===== src/hdl/wcsq_pkg.sv =====
// shared types and constants of the windowed chi-square quadratic form core
package wcsq_pkg;

  localparam int MAX_BINS = 64;
  localparam int ADDR_W = $clog2(MAX_BINS);

  localparam int IDX_W = 6;
  localparam int CNT_W = 20;
  localparam int DIFF_W = CNT_W + 1;
  localparam int WIN_W = 7;
  localparam int MAT_W = 32;
  localparam int ACC_W = 64;
  localparam int PROD_W = 2 * CNT_W + 1;
  localparam int CFG_IDX_W = 1;

  localparam logic [ACC_W-1:0] ACC_MAX = {1'b0, {(ACC_W-1){1'b1}}};
  localparam logic [ACC_W-1:0] ACC_MIN = {1'b1, {(ACC_W-1){1'b0}}};

  typedef enum logic [1:0] {
    MODE_LOAD   = 2'd0,
    MODE_ELEM   = 2'd1,
    MODE_FINISH = 2'd2,
    MODE_NONE   = 2'd3
  } mode_t;

  typedef enum logic [CFG_IDX_W-1:0] {
    REG_WINDOW_START = 1'b0,
    REG_WINDOW_LEN   = 1'b1
  } reg_idx_t;

  typedef enum logic [2:0] {
    ST_IDLE,
    ST_READ,
    ST_SQUARE,
    ST_MUL_LO,
    ST_MUL_HI,
    ST_MAG,
    ST_ACC
  } state_t;

  typedef struct packed {
    logic write_bin;
    logic latch_elem;
    logic emit;
    logic read;
    logic square;
    logic mul_lo;
    logic mul_hi;
    logic mag;
    logic accumulate;
  } cmd_t;

  typedef struct packed {
    logic hit;
  } status_t;

endpackage


===== src/hdl/wcsq_ctrl.sv =====
// sequencer for bin loads, matrix element terms and result emission
module wcsq_ctrl (
  input  logic              clk,
  input  logic              rst,
  input  logic              in_valid,
  output logic              in_ready,
  input  logic [1:0]        mode,
  output logic              out_valid,
  input  logic              out_ready,
  input  wcsq_pkg::status_t status,
  output wcsq_pkg::cmd_t    cmd
);

  wcsq_pkg::state_t state;
  wcsq_pkg::state_t state_next;
  logic             accept;
  logic             out_valid_next;

  always_ff @(posedge clk) begin
    if (rst) begin
      state     <= wcsq_pkg::ST_IDLE;
      out_valid <= 1'b0;
    end else begin
      state     <= state_next;
      out_valid <= out_valid_next;
    end
  end

  // an item waits while a term is in flight; a finish item also waits while the previous result is still held
  assign in_ready = (state == wcsq_pkg::ST_IDLE) &&
                    !(mode == wcsq_pkg::MODE_FINISH && out_valid && !out_ready);
  assign accept = in_valid && in_ready;

  always_comb begin
    state_next = state;
    unique case (state)
      wcsq_pkg::ST_IDLE: begin
        if (accept && mode == wcsq_pkg::MODE_ELEM && status.hit) begin
          state_next = wcsq_pkg::ST_READ;
        end
      end
      wcsq_pkg::ST_READ:   state_next = wcsq_pkg::ST_SQUARE;
      wcsq_pkg::ST_SQUARE: state_next = wcsq_pkg::ST_MUL_LO;
      wcsq_pkg::ST_MUL_LO: state_next = wcsq_pkg::ST_MUL_HI;
      wcsq_pkg::ST_MUL_HI: state_next = wcsq_pkg::ST_MAG;
      wcsq_pkg::ST_MAG:    state_next = wcsq_pkg::ST_ACC;
      wcsq_pkg::ST_ACC:    state_next = wcsq_pkg::ST_IDLE;
      default:             state_next = wcsq_pkg::ST_IDLE;
    endcase
  end

  always_comb begin
    cmd            = '0;
    cmd.write_bin  = accept && mode == wcsq_pkg::MODE_LOAD;
    cmd.latch_elem = accept && mode == wcsq_pkg::MODE_ELEM;
    cmd.emit       = accept && mode == wcsq_pkg::MODE_FINISH;
    unique case (state)
      wcsq_pkg::ST_READ:   cmd.read       = 1'b1;
      wcsq_pkg::ST_SQUARE: cmd.square     = 1'b1;
      wcsq_pkg::ST_MUL_LO: cmd.mul_lo     = 1'b1;
      wcsq_pkg::ST_MUL_HI: cmd.mul_hi     = 1'b1;
      wcsq_pkg::ST_MAG:    cmd.mag        = 1'b1;
      wcsq_pkg::ST_ACC:    cmd.accumulate = 1'b1;
      default: ;
    endcase
  end

  always_comb begin
    if (cmd.emit) begin
      out_valid_next = 1'b1;
    end else if (out_ready) begin
      out_valid_next = 1'b0;
    end else begin
      out_valid_next = out_valid;
    end
  end

  a_ready_only_idle: assert property (@(posedge clk) disable iff (rst)
    in_ready |-> state == wcsq_pkg::ST_IDLE)
    else $error("input taken while a term is in flight");

  a_hit_starts_term: assert property (@(posedge clk) disable iff (rst)
    (accept && mode == wcsq_pkg::MODE_ELEM && status.hit) |=> state == wcsq_pkg::ST_READ)
    else $error("windowed element did not start a term");

  a_acc_returns_idle: assert property (@(posedge clk) disable iff (rst)
    state == wcsq_pkg::ST_ACC |=> state == wcsq_pkg::ST_IDLE)
    else $error("term did not finish after accumulation");

  a_finish_gives_result: assert property (@(posedge clk) disable iff (rst)
    cmd.emit |=> out_valid)
    else $error("finish item gave no result");

endmodule


===== config.mk =====
export PLATFORM = sky130hd
export DESIGN_NAME = wcsq_ctrl
export DESIGN_NICKNAME = d
export VERILOG_FILES = /design/src/hdl/wcsq_pkg.sv /design/src/hdl/wcsq_ctrl.sv
export SDC_FILE = /design/constraint.sdc
export NUM_CORES = 1
export LEC_CHECK = 0
export BUFFER_PORTS_ARGS = -buffer_cell sky130_fd_sc_hd__buf_2
export CORE_AREA = 2 2 39 41
export DETAILED_ROUTE_END_ITERATION = 16
export DIE_AREA = 0 0 41 43
export GPL_TIMING_DRIVEN = 0
export PLACE_DENSITY = 0.56
export RECOVER_POWER = 50
export SLEW_MARGIN = 20
export SYNTH_ARGS = -nofsm -noshare
export SYNTH_HDL_FRONTEND = slang
export SYNTH_SLANG_ARGS = --single-unit

===== constraint.sdc =====
create_clock -name clk -period 3.1 [get_ports clk]
set_clock_uncertainty 0.1 [all_clocks]
set_input_delay 0.775 -clock clk [delete_from_list [all_inputs] [get_ports clk]]
set_output_delay 0.775 -clock clk [all_outputs]
set_load 0.01 [all_outputs]

* Word level (Yosys, flattened, before mapping)
Cells that the tools add are included.
Word-level totals: flip-flop bits (word level) 4, bits in latches 0, memories 0, output and inout bits 11, input port bits 7, logic and storage cells 34, bits in writable memories 0, bits in read-only memories 0
Operators by class: equality and inequality tests 9, $lt $le $gt $ge 0, bitwise gates (word level) 0, reductions and logical operators 13, $mul 0, shifts and indexed selects 0, $add $sub $neg 0, div/mod/pow operators 0, muxes and demuxes 10
Operator list (count):
- 3-bit one-hot mux with 6 select lines | 1
- 3-bit == test (second input constant) | 3
- 1-bit logical AND | 8
- 1-bit 2-to-1 mux | 8
- 3-bit by 2-bit == test with 1-bit output (second input constant) | 2
- 3-bit by 1-bit == test with 1-bit output (second input constant) | 1
- 3-bit zero test | 1
- 3-bit 2-to-1 mux | 1
- 2-bit by 1-bit == test with 1-bit output (second input constant) | 1
- 2-bit == test (second input constant) | 1
- 1-bit zero test | 2
- 2-bit zero test | 1
- 2-bit by 1-bit inequality test with 1-bit output (second input constant) | 1
- 2-bit nonzero test | 1

* Longest topological paths before layout
depth in word-level cells 10, depth in mapped cells 3, depth with buffers taken out 2

* Worst setup path before layout
Ideal clock, no wire load.
path kind input -> output, start input mode[0], end output cmd[6] (netlist name), buffers on the path 1, stages on the path 3, path slack 0.937 ns, arrival 1.288 ns, data required time 2.225 ns, cell sequence nand2b_1 -> nor4_1 -> buf_4
RTL lines:
- start, declared | RTL line wcsq_ctrl.sv:7 | input logic [1:0] mode,
- end, declared | RTL line wcsq_ctrl.sv:11 | output wcsq_pkg::cmd_t cmd

==> impl_metrics.csv <==
group,metric,value,unit
place,io_buffers,17,
die,die_h,43,µm
power,p_seq_share,38.2,%
worst_hold_path,min_path_type,"reg -> reg",
place,placed_cell_area,380,µm²
power,p_sw_share,25.1,%
grt,grt_pass1_wl,890,µm
setup_path,path_max_fanout,4,
timing,worst_pin_slew,253,ps
grt,grt_pass1_vias,227,
detailed_routing,drt_first_iter_violations,3,
clock_network,clkLatencyLatePin,230,ps
detailed_routing,highest_layer,"met3",
power,power_density,379,nW/µm²
grt,grt_max_degree,10,
synthesis,seq_area_frac_synth,29.1,%
clock_network,clkTransAtPathRegs,40,ps
clock_network,cts.path.max_buffers,2,
timing,tns,0,ps
setup_path,worstSetupStartpointType,"input pin",
timing,setup_viol,0,
setup_path,crit_path_max_incr_delay,230,ps
detailed_routing,wl_met2,315,µm
power,irDropWorstVdd,0.102,mV
detailed_routing,drc,0,
clock_network,ctsRootBufferMaster,"clkbuf_4",
clock_network,cts_buffers,3,
timing,max_freq,415,MHz
power,p_clk_share,43.6,%
setup_path,r2r.worst_path.cells,2,
detailed_routing,dr.pass1.iters,3,
detailed_routing,ant_nets,0,
die,fp.dieArea,1760,µm²
timing,slew_viol_final,0,
setup_path,crit_path_end_kind,"output port",
worst_hold_path,worstHoldPathCells,2,
final_layout,layout.nets,62,
synthesis,synth_warnings,0,
grt,track_usage,7.82,%
setup_path,crit_type,"in -> out",
outcome,status,"complete, no violations",
power,p_sw,0.0000371,W
power,p_int,0.000111,W
synthesis,synth_flop_cell,"dfxtp_1",
die,ios,18,
final_layout,antenna_cells,0,
die,std_cell_rows,14,
setup_path,required,2220,ps
power,leakage,0.192,nW
timing,slew-limit-headroom,82.9,%
detailed_routing,m1WireLength,309,µm
timing,period_needed,2410,ps
clock_network,hold_buffers,0,
place,dp_hpwl,499,µm
clock_network,post_cts_resized,0,
clock_network,cts_tree,"built",
clock_network,ctsHtreeMaxLevel,1,
detailed_routing,via_count,302,
detailed_routing,wire_per_inst,9.58,µm
setup_path,path_common_cell,"buf_2",
synthesis,yosysTopAreaCell,"dfxtp_1",
worst_hold_path,holdCritStartpoint,"out_valid$_SDFFE_PP0P_",
clock_network,cts.sinks,4,
timing,post-route-period-util,77.7,%
synthesis,synth-edff-count,0,
setup_path,r2r_start,"state[1]$_SDFFE_PP0P_",
synthesis,synth_cell_type_count,21,
flow_run,drv_cap,0,
final_layout,fin_area,390,µm²
clock_network,cts_setup_buffers,0,
setup_path,critPathSlowestCell,"nor4_1",
setup_path,cp_cell_sequence,"buf_2 > nand2b_1 > nor4_1 > buf_4 > buf_2",
synthesis,yosys-top-cells-count,"4 x dfxtp_1, 4 x inv_1, 4 x nor2_1, 3 x nor4_1, 2 x a21oi_1",
timing,rsz0062_at_grt,"false",
synthesis,synth_seq_cells,4,
setup_path,cp.arrival,1530,ps
final_layout,syn_to_final_growth,41.8,%
synthesis,async_flop_share,0,%
synthesis,synth.cell_area,275,µm²
synthesis,synth_fp_nets,40,
place,gp_congestion,0.669,
synthesis,syn_avg_cell_area,8.34,µm²
die,die_w,41,µm
grt,antenna_found_initial,0,
final_layout,num-fill-cells,164,
synthesis,yosysTopAreaCellShare,29.1,%
detailed_routing,routed_wl,661,µm
power,pwr-share-comb,18.2,%
detailed_routing,via_per_inst,4.38,
synthesis,syn_inst,33,
timing,hold_violations,0,
die,initial_utilization,19.9,%
setup_path,cp-startpoint,"mode[0]",
synthesis,ys_top_cells_by_area,"dfxtp_1 29%, nor4_1 6.8%, o41ai_2 5.9%",
die,coreArea,1380,µm²
grt,grt_remaining_overflow,0,
detailed_routing,wl_met3,36,µm
final_layout,drive_gt1_share,45.3,%
area by class of cell:
class                   instances  area (µm²)  area share [%]
multi-input cells              24         165            42.3
flip-flops and latches          4        80.1            20.5
repair buffers                 17        80.1            20.5
clock buffers                   3        22.5            5.77
well taps                      16        20.0            5.13
inverters                       4        15.0            3.85
plain buffers                   1        7.51            1.92
routing by layer:
metal,vias to the layer above,track usage [%]
met5,-,0
met4,0,6.00
met3,0,4.71
met2,5,10.0
met1,139,8.97
li1,158,-
kinds of logic (layout without fill, tap and decap cells):
| group | after synthesis | count (layout) | share of synthesized area [%] |
|---|---|---|---|
| AOI/OAI and AO/OA | 6 | 6 | 19.1 |
| buffers and inverters | 5 | 25 | 8.18 |
| DFF | 4 | 4 | 29.1 |
| and+or+nand+nor | 18 | 18 | 43.6 |
worst max-delay path, delay by kind of cell:
kind | cells | cell delay [ps]
buffers and inverters | 3 | 370
and+or+nand+nor | 2 | 390
cells in the final DEF, fill, tap and decap left out:
master,count
nor2b_1,1
nor3_1,1
nor2_1,4
nor4_1,3
nand2_1,1
nand2b_1,1
a21oi_1,2
or3_4,1
dfxtp_1,4
and2b_2,1
clkbuf_1,4
or3b_2,1
nand4b_1,1
o21ba_2,1
buf_4,1
or3b_1,1
a31oi_1,1
buf_2,13
a211o_2,1
and3b_2,1
o41ai_1,1
clkbuf_4,3
or2b_2,1
inv_1,4
power groups by stage:
stage                     clock (W)  sequential, W  combinational [W]
after floorplan                   0      0.0000568          0.0000161
after global placement            0      0.0000571          0.0000282
after detailed placement          0      0.0000572          0.0000283
after CTS                 0.0000685      0.0000564          0.0000284
after global routing      0.0000713      0.0000568          0.0000294
final                     0.0000645      0.0000564          0.0000269
per-stage QoR:
stage	cells	utilization (%)	hold WS, ps	setup slack (ps)	total power [W]
after floorplan	33	-	434	937	0.0000729
after global placement	66	27.5	470	655	0.0000853
after detailed placement	66	27.5	489	667	0.0000855
after CTS	69	29.1	499	666	0.000153
after global routing	69	28.2	519	643	0.000158
final	69	28.2	494	690	0.000148
state kept, by name, indices dropped and copies added, names as in the netlist:
register and count:
state 3, out_valid 1
worst paths after layout:
kind                            slack, ps                     end
worst max register to register       1870  out_valid$_SDFFE_PP0P_
worst max-delay path                  690                  cmd[6]
worst min-delay path                  490  out_valid$_SDFFE_PP0P_
worst min register to register        490  out_valid$_SDFFE_PP0P_
(Power assumes the default switching activity.)
